$ cat src/rtl/core/trs_pkg.sv
// trs_pkg: shared types and constants for the totient range sum block
// sequencer state encoding and the saturation limit of the running sum
// no dependencies
package trs_pkg;

	localparam int unsigned SUM_WIDTH = 32;
	localparam logic [SUM_WIDTH-1:0] SUM_MAX = '1;

	typedef enum logic [3:0] {
		ST_IDLE,
		ST_LOAD,
		ST_CHECK,
		ST_MOD,
		ST_RES,
		ST_STRIP,
		ST_FINAL,
		ST_LAST,
		ST_ACCUM,
		ST_DONE
	} trs_state_t;

endpackage

$ cat src/rtl/core/trs_div.sv
// trs_div: restoring divider, one quotient bit per cycle
// gives quotient and remainder together; standalone, no package use
module trs_div #(
	parameter int unsigned W = 16
) (
	input  logic         clk,
	input  logic         arst_n,
	input  logic         start,
	input  logic [W-1:0] dividend,
	input  logic [W-1:0] divisor,
	output logic         done,
	output logic [W-1:0] quot,
	output logic [W-1:0] rem
);

	localparam int unsigned CW = $clog2(W);

	logic          active_q;
	logic          done_q;
	logic [CW-1:0] cnt_q;
	logic [W-1:0]  rem_q;
	logic [W-1:0]  quo_q;
	logic [W-1:0]  div_q;

	logic [W:0]    rem_shift;
	logic [W:0]    diff;
	logic          q_bit;

	always_comb begin
		rem_shift = {rem_q, quo_q[W-1]};
		diff      = rem_shift - {1'b0, div_q};
		q_bit     = ~diff[W];
	end

	always_ff @(posedge clk or negedge arst_n) begin
		if (!arst_n) begin
			active_q <= 1'b0;
			done_q   <= 1'b0;
			cnt_q    <= '0;
		end else begin
			done_q <= 1'b0;
			if (start) begin
				active_q <= 1'b1;
				cnt_q    <= '0;
			end else if (active_q) begin
				cnt_q <= cnt_q + 1'b1;
				if (cnt_q == CW'(W - 1)) begin
					active_q <= 1'b0;
					done_q   <= 1'b1;
				end
			end
		end
	end

	// datapath, no reset needed
	always_ff @(posedge clk) begin
		if (start) begin
			rem_q <= '0;
			quo_q <= dividend;
			div_q <= divisor;
		end else if (active_q) begin
			rem_q <= q_bit ? diff[W-1:0] : rem_shift[W-1:0];
			quo_q <= {quo_q[W-2:0], q_bit};
		end
	end

	assign done = done_q;
	assign quot = quo_q;
	assign rem  = rem_q;

endmodule

$ cat src/rtl/core/totient_range_sum.sv
// totient_range_sum: top level, sequencer around one shared divider
// depends on trs_pkg and trs_div
//
// usage
// - command channel: drive range_low/range_high and raise start; the item is
//   taken at the rising edge where start is high and busy is low
// - busy rises at the accepting edge and stays high through the strobe cycle;
//   the next item can be taken at the edge after the one that ends the strobe
// - result channel: valid is high for exactly one cycle with totient_sum;
//   the receiver must take it then, it cannot hold the block off
// - both bounds are cut to VALUE_WIDTH bits (at most 16) before use
// - for each n in the range the block factors n by trial division, each
//   trial being one pass through the shared W-bit divider (W = bound width)
// - per n: a load step, one division for every trial divisor p with
//   p*p <= rest, one for each strip, update and leftover-factor division,
//   the last check, the final test and the accumulate; n of 0 or 1 goes
//   straight from load to accumulate
// - an empty range (low > high) strobes 0 in the cycle right after acceptance
// - the sum saturates at all ones, which cannot happen at 16-bit bounds
// - the divider sets the rate: everything waits on its one bit per cycle
// - reset (arst_n low) drops busy and valid at once; any item in flight is lost
module totient_range_sum
	import trs_pkg::*;
#(
	parameter int unsigned VALUE_WIDTH = 16
) (
	input  logic                 clk,
	input  logic                 arst_n,
	input  logic                 start,
	input  logic [15:0]          range_low,
	input  logic [15:0]          range_high,
	output logic                 busy,
	output logic                 valid,
	output logic [SUM_WIDTH-1:0] totient_sum
);

	// inputs are 16 bits wide, so a wider setting changes nothing
	localparam int unsigned W = (VALUE_WIDTH < 16) ? VALUE_WIDTH : 16;
	// p*p stays below 2^W + 2^(W/2+1) + 1
	localparam int unsigned PW = W + 2;

	trs_state_t state_q, state_d;

	logic [W-1:0]         lo_w, hi_w;
	logic [W-1:0]         n_q, hi_q;
	logic [W-1:0]         rest_q;
	logic [W-1:0]         res_q;
	logic [W-1:0]         p_q;
	logic [PW-1:0]        psq_q;
	logic [SUM_WIDTH-1:0] sum_q;

	// divider hookup
	logic                 div_start;
	logic [W-1:0]         div_a, div_b;
	logic                 div_done;
	logic [W-1:0]         div_quot, div_rem;

	logic [SUM_WIDTH:0]   sum_ext;
	logic                 sum_sat;

	assign lo_w = range_low[W-1:0];
	assign hi_w = range_high[W-1:0];

	assign sum_ext = {1'b0, sum_q} + (SUM_WIDTH + 1)'(res_q);
	assign sum_sat = (sum_ext >= {1'b0, SUM_MAX});

	trs_div #(.W(W)) u_div (
		.clk      (clk),
		.arst_n   (arst_n),
		.start    (div_start),
		.dividend (div_a),
		.divisor  (div_b),
		.done     (div_done),
		.quot     (div_quot),
		.rem      (div_rem)
	);

	always_ff @(posedge clk or negedge arst_n) begin
		if (!arst_n) begin
			state_q <= ST_IDLE;
		end else begin
			state_q <= state_d;
		end
	end

	// next state and divider requests
	always_comb begin
		state_d   = state_q;
		div_start = 1'b0;
		div_a     = rest_q;
		div_b     = p_q;
		unique case (state_q)
			ST_IDLE: begin
				if (start) begin
					state_d = (lo_w > hi_w) ? ST_DONE : ST_LOAD;
				end
			end
			ST_LOAD: begin
				// zero and one contribute nothing
				state_d = (n_q < W'(2)) ? ST_ACCUM : ST_CHECK;
			end
			ST_CHECK: begin
				if (psq_q > PW'(rest_q)) begin
					state_d = ST_FINAL;
				end else begin
					div_start = 1'b1;
					state_d   = ST_MOD;
				end
			end
			ST_MOD: begin
				if (div_done) begin
					if (div_rem != '0) begin
						state_d = ST_CHECK;
					end else begin
						// p divides rest: take res / p next
						div_start = 1'b1;
						div_a     = res_q;
						state_d   = ST_RES;
					end
				end
			end
			ST_RES: begin
				if (div_done) begin
					div_start = 1'b1;
					state_d   = ST_STRIP;
				end
			end
			ST_STRIP: begin
				if (div_done) begin
					if (div_rem == '0) begin
						div_start = 1'b1;
						div_a     = div_quot;
					end else begin
						state_d = ST_CHECK;
					end
				end
			end
			ST_FINAL: begin
				if (rest_q > W'(1)) begin
					// leftover prime factor
					div_start = 1'b1;
					div_a     = res_q;
					div_b     = rest_q;
					state_d   = ST_LAST;
				end else begin
					state_d = ST_ACCUM;
				end
			end
			ST_LAST: begin
				if (div_done) begin
					state_d = ST_ACCUM;
				end
			end
			ST_ACCUM: begin
				state_d = (sum_sat || n_q == hi_q) ? ST_DONE : ST_LOAD;
			end
			ST_DONE: begin
				state_d = ST_IDLE;
			end
			default: begin
				state_d = ST_IDLE;
			end
		endcase
	end

	// working registers, no reset needed
	always_ff @(posedge clk) begin
		case (state_q)
			ST_IDLE: begin
				n_q   <= lo_w;
				hi_q  <= hi_w;
				sum_q <= '0;
			end
			ST_LOAD: begin
				rest_q <= n_q;
				res_q  <= (n_q < W'(2)) ? '0 : n_q;
				p_q    <= W'(2);
				psq_q  <= PW'(4);
			end
			ST_MOD: begin
				if (div_done && div_rem != '0) begin
					psq_q <= psq_q + PW'({p_q, 1'b1});
					p_q   <= p_q + 1'b1;
				end
			end
			ST_RES: begin
				if (div_done) begin
					res_q <= res_q - div_quot;
				end
			end
			ST_STRIP: begin
				if (div_done) begin
					if (div_rem == '0) begin
						rest_q <= div_quot;
					end else begin
						psq_q <= psq_q + PW'({p_q, 1'b1});
						p_q   <= p_q + 1'b1;
					end
				end
			end
			ST_LAST: begin
				if (div_done) begin
					res_q <= res_q - div_quot;
				end
			end
			ST_ACCUM: begin
				sum_q <= sum_sat ? SUM_MAX : sum_ext[SUM_WIDTH-1:0];
				n_q   <= n_q + 1'b1;
			end
			default: begin
			end
		endcase
	end

	assign busy        = (state_q != ST_IDLE);
	assign valid       = (state_q == ST_DONE);
	assign totient_sum = sum_q;

endmodule

$ cat config.mk
export PLATFORM = sky130hd
export DESIGN_NAME = totient_range_sum
export DESIGN_NICKNAME = d
export VERILOG_FILES = /design/src/rtl/core/trs_pkg.sv /design/src/rtl/core/trs_div.sv /design/src/rtl/core/totient_range_sum.sv
export SDC_FILE = /design/constraint.sdc
export NUM_CORES = 1
export LEC_CHECK = 0
export BUFFER_PORTS_ARGS = -buffer_cell sky130_fd_sc_hd__buf_2
export CORE_MARGIN = 2
export CORE_UTILIZATION = 40
export DETAILED_ROUTE_END_ITERATION = 16
export PLACE_DENSITY = 0.67
export REMOVE_ABC_BUFFERS = 1
export SYNTH_ARGS = -nofsm -noshare
export SYNTH_HDL_FRONTEND = slang
export SYNTH_HIERARCHICAL = 1
export SYNTH_SLANG_ARGS = --single-unit
$ cat constraint.sdc
create_clock -name clk -period 17.3 [get_ports clk]
set_input_delay 5.19 -clock clk [delete_from_list [all_inputs] [get_ports clk]]
set_output_delay 5.19 -clock clk [all_outputs]
set_load 0.005 [all_outputs]
== After elaboration in Yosys (flattened, before gate mapping) ==
Index checks and enable logic that the tools add are counted.

* $add $sub $neg: 7
* Magnitude comparators: 5
* Eq/ne operators: 19
* Multiplexer cells: 55
* Bitwise logic cells: 1
* Reductions and logical operators: 15

{| class="wikitable"
|+ Operators with widths
! cell !! number
|-
| two-way mux 16 bit || 15
|-
| case mux 16 bit (2 select lines) || 3
|-
| case mux 16 bit (3 select lines) || 2
|-
| case mux 32 bit (2 select lines) || 1
|-
| two-way mux 18 bit || 3
|-
| case mux 18 bit (3 select lines) || 1
|-
| two-way mux 4 bit || 12
|-
| case mux 4 bit (9 select lines) || 1
|-
| adder 32 x 16 -> 33 bit || 1
|-
| >= comparator 33 x 32 -> 1 bit (second input constant) || 1
|-
| adder 16 x 1 -> 16 bit (second input constant) || 2
|-
| two-way mux 32 bit || 1
|-
| adder 18 x 17 -> 18 bit || 1
|-
| > comparator 18 x 16 -> 1 bit || 1
|-
| subtractor 17 x 16 -> 17 bit || 1
|-
| == test 16 bit || 1
|-
| == test 4 x 3 -> 1 bit (second input constant) || 4
|-
| > comparator 16 x 1 -> 1 bit (second input constant) || 1
|-
| > comparator 16 bit || 1
|-
| zero test 16 bit || 1
|-
| < comparator 16 x 2 -> 1 bit (second input constant) || 1
|-
| nonzero test 16 bit || 1
|-
| subtractor 16 bit || 1
|-
| two-way mux 1 bit || 13
|-
| 19 further kinds || 32
|}

* Register bits: 188
* Bits of input ports: 35

== Depth between registers and ports, before layout ==
* Depth in word-level cells: 5
* Depth in mapped cells: 16
* Gate-level depth less buffers: 15

== Modules after synthesis ==
Netlist, hierarchy kept.

{| class="wikitable"
|+ Modules (own cells, without submodules)
! module !! instances !! cells each !! area each (um2)
|-
| totient_range_sum || 1 || 1,146 || 10,159.7
|-
| trs_div || 1 || 265 || 2,952.8
|}

== Worst setup path before layout ==
No wires, ideal clock.

* Path type: register to output
* Start point: reg state_q[0]
* End point: out busy
* Data arrival time: 2,553 ps
* Data required time: 12,110 ps
* Setup slack: 9,557 ps
* Cell stages (with the launch flop): 4
* Buffers on the path: 1
* Cells stage by stage: dfrtp_1 clkbuf_1 nor4_1 inv_1

* Word-level cells in the longest chain between the ends: 1

{| class="wikitable"
|+ Ends and longest elaborated chain
! element !! line !! text
|-
| from (decl) || totient_range_sum.sv:42 || <nowiki>trs_state_t state_q, state_d;</nowiki>
|-
| from (signal assigned) || totient_range_sum.sv:82 || <nowiki>state_q <= state_d;</nowiki>
|-
| nonzero test 4 bit || totient_range_sum.sv:215 || <nowiki>assign busy = (state_q != ST_IDLE);</nowiki>
|-
| to (decl) || totient_range_sum.sv:32 || <nowiki>output logic busy,</nowiki>
|}

No other way between the ends.

== Final worst setup path ==
* Start point: reg state_q[1]
* End point: out valid

* Word-level cells in the longest chain between the ends: 1

{| class="wikitable"
|+ Ends and longest elaborated chain
! element !! line !! text
|-
| == test 4 bit || totient_range_sum.sv:216 || <nowiki>assign valid = (state_q == ST_DONE);</nowiki>
|-
| to (decl) || totient_range_sum.sv:33 || <nowiki>output logic valid,</nowiki>
|}

No other way between the ends.

==> flow_summary.ini <==
[detailed_routing]
wl_per_cell_um = 16.78
detail-route-antenna-nets = 0
routed_via_density = 5.529
route.detailed.drc = 0
drtPass1Iterations = 5
dr.first_iter.drc_count = 955
drt_wl_total_um = 32030
num_vias = 10550

[clock_network]
htreeDepth = 4
clkTransAtPathRegs_ns = 0.07
postCtsResizedCells = 0
cts_buffer_depth = 2
post_cts_buffers = 0
cts_sinks = 188
clock_latency_ns = 0.44
cts_tree = done
cts_root_buf = clkbuf_16
ctsHoldBuffers = 0
cts_made_buffers = 17

[placement]
place_congestion = 0.8877
dpl_cell_area_mm2 = 0.01389
portBuffers = 68
post-dp-hpwl_um = 23690

[sta]
fmax_mhz = 140.7
setup_viol = 0
relSlewSlack_pct = 9.667
hold_violations = 0
worst_pin_slew_ns = 1.346
slew_viol_final = 0
period_minus_slack_ns = 7.108
fin_skew_ns = 0.01225
rsz0062_at_grt = no
fin_crit_sh_pct = 41.08
fin_setup_tns_ns = 0

[setup_path]
crit_chain = inv_1 -> nand2_1 -> nor2_1 -> and2_1 -> buf_2
cp_slowest_stage_delay_ns = 0.68
crit_family = flip-flops
critPathKind = reg -> out
critPathArrivalTime_ns = 1.92
crit_buf_inv = 2
crit_path_end_kind = primary output
critPathRequiredTime_ns = 12.11
worstPathMaxFanout = 15
slowest_stage = dfrtp_1
start_kind = register

[yosys]
ys_warn_count = 6
synthArstFlopShare_pct = 5.319
synth_cells = 1411
postSynthAreaPerCell_um2 = 9.293
syn-cell-area_mm2 = 0.01311
synth-seq-area-share_pct = 41.45
ys.flop_type = edfxtp_1
synth_edf_count = 162
yosys_register_bits = 188
yosysUniqueCellTypes = 86

[die]
rows = 66
ios = 69
start_util_pct = 40.51
dieArea_mm2 = 0.03425
die_h_um = 185.1
die_w_um = 185.1
core_mm2 = 0.03237

[worst_hold_path]
hold_path_class = reg -> reg

[global_route]
grt_use_met3_pct = 3.284
antenna_found_initial = 1
grt_pass1_vias = 9946
grt_pass1_wl_um = 50980
met1_usage_pct = 25.11
grt.busiest_layer = met2
grtUsageMet2_pct = 30.80
grt_use_total_pct = 18.83
gr-total-overflow = 0
grt_max_degree = 65

[cells_and_area]
final_net_count = 1591
drive_above_1_share_pct = 10.63
fin_area_mm2 = 0.01449
syn2layout_area_growth_pct = 10.48
diodes = 0

[flow_run]
maxCapViolCount = 0

[power_and_ir_drop]
p_leak_nw = 5.971
vdd.ir_drop.worst_uv = 64.18
p_per_area_mw_per_mm2 = 62.27

[outcome]
status = completed
[cells in the mapped netlist (all sizes together) (20+ instances only)]
cell type / number / share of area [%]
edfxtp: 162 / 37
nor2: 145 / 4.2
nand2: 130 / 3.7
a21oi: 126 / 4.8
inv: 120 / 3.4
ha: 98 / 9.4
o21ai: 83 / 3.2
xor2: 57 / 3.8
xnor2: 47 / 3.3
clkbuf: 46 / 1.3
nor3: 28 / 1.1
nand3: 27 / 1.0
nand4: 21 / 1.0
a21o: 20 / 1.2
[worst min-delay path, stage by stage, from the launching register on]
cell and delay, ns:
dfxtp_1 0.34, nor2_1 0.09, a211oi_1 0.05
[report_power, final]
part / leakage [nW] / internal [mW] / switching, mW
clock network: 0.301 / 0.225 / 0.176
logic: 4.23 / 0.00744 / 0.00843
registers: 1.44 / 0.486 / 0
[cells in the final DEF, fill, tap and decap left out, drive strengths merged, types with 9 or more instances in the layout]
master,netlist,layout
inv,120,123
a21o,20,20
nor4,19,19
ha,98,98
buf,10,80
and3,15,15
edfxtp,162,162
dfxtp,16,16
nand2,130,130
mux2i,15,15
or3,9,9
xnor2,47,47
nor2,145,145
nand4,21,21
dfrtp,10,10
a222oi,15,15
o211ai,9,9
mux2,16,16
nand2b,16,16
xor2,57,57
a211oi,19,19
o21ai,83,83
nand3,27,27
nor2b,10,10
a21oi,126,126
nor3,28,28
clkbuf,46,26
[layer usage]
metal | up-vias | wire length (µm) | share of wire [%]
met5 | - | 17 | 0.053
met4 | 2 | 619 | 1.9
met3 | 41 | 1837 | 5.7
met2 | 297 | 15080 | 47
met1 | 4998 | 14480 | 45
li1 | 5216 | - | -
[final cells by class]
cell class              count  area, µm²
fillers                  3121      17880
well taps                 442      553.0
multi-input cells        1047       7017
clock buffers              26      556.8
repair buffers             80      430.4
inverters                 120      450.4
flip-flops and latches    188       5435
clock inverters             6      43.79
[sequential cells by signal (all words and copies together), names as in the netlist, 4 cells and up]
| register | count |
|---|---|
| hi_q | 16 |
| n_q | 16 |
| p_q | 16 |
| psq_q | 18 |
| res_q | 16 |
| rest_q | 16 |
| state_q | 4 |
| totient_sum | 32 |
| u_div/cnt_q | 4 |
| u_div/div_q | 16 |
| u_div/quot | 16 |
| u_div/rem | 16 |
[cell families (layout without fill, tap and decap cells)]
logic type	after synthesis	in the layout	share of synthesized area, %
AO/OA/AOI/OAI	351	351	17.06
XOR/XNOR	104	104	7.090
adder cells (fa/ha/maj)	103	103	10.04
buffers and inverters	176	232	5.219
flip-flops	188	188	41.45
multiplexers	31	31	2.519
AND/OR/NAND/NOR	458	458	16.62
[metrics by stage]
step | power (mW) | setup WS, ns | utilization, % | hold slack [ns] | cells
after floorplan | 0.5039 | 9.609 | - | 0.4839 | 1355
after global placement | 0.5113 | 10.25 | 42.90 | 0.5126 | 1877
after detailed placement | 0.5121 | 10.23 | 42.90 | 0.5177 | 1877
after CTS | 0.9075 | 10.20 | 44.75 | 0.5312 | 1909
after global routing | 0.9283 | 10.07 | 44.75 | 0.5621 | 1909
final | 0.9020 | 10.19 | 44.75 | 0.5237 | 1909
[path summary, 6_finish.rpt]
check / startpoint / to / slack (ns) / cells after the start
setup / recovery: state_q[1]$_DFFE_PN0P_ / valid / 10.19 / 5
hold / removal: u_div/rem[9]$_SDFFE_PP0P_ / u_div/rem[9]$_SDFFE_PP0P_ / 0.52 / 2
setup reg to reg: rest_q[1]$_DFFE_PP_ / u_div/quot[9]$_DFFE_PP_ / 12.65 / 15
hold reg to reg: u_div/rem[9]$_SDFFE_PP0P_ / u_div/rem[9]$_SDFFE_PP0P_ / 0.52 / 2
max in group asynchronous: arst_n / state_q[3]$_DFFE_PN0P_ / 12.44 / 1
min in group asynchronous: arst_n / u_div/cnt_q[2]$_DFFE_PN0P_ / 4.63 / 1
(Power assumes the default switching activity.)
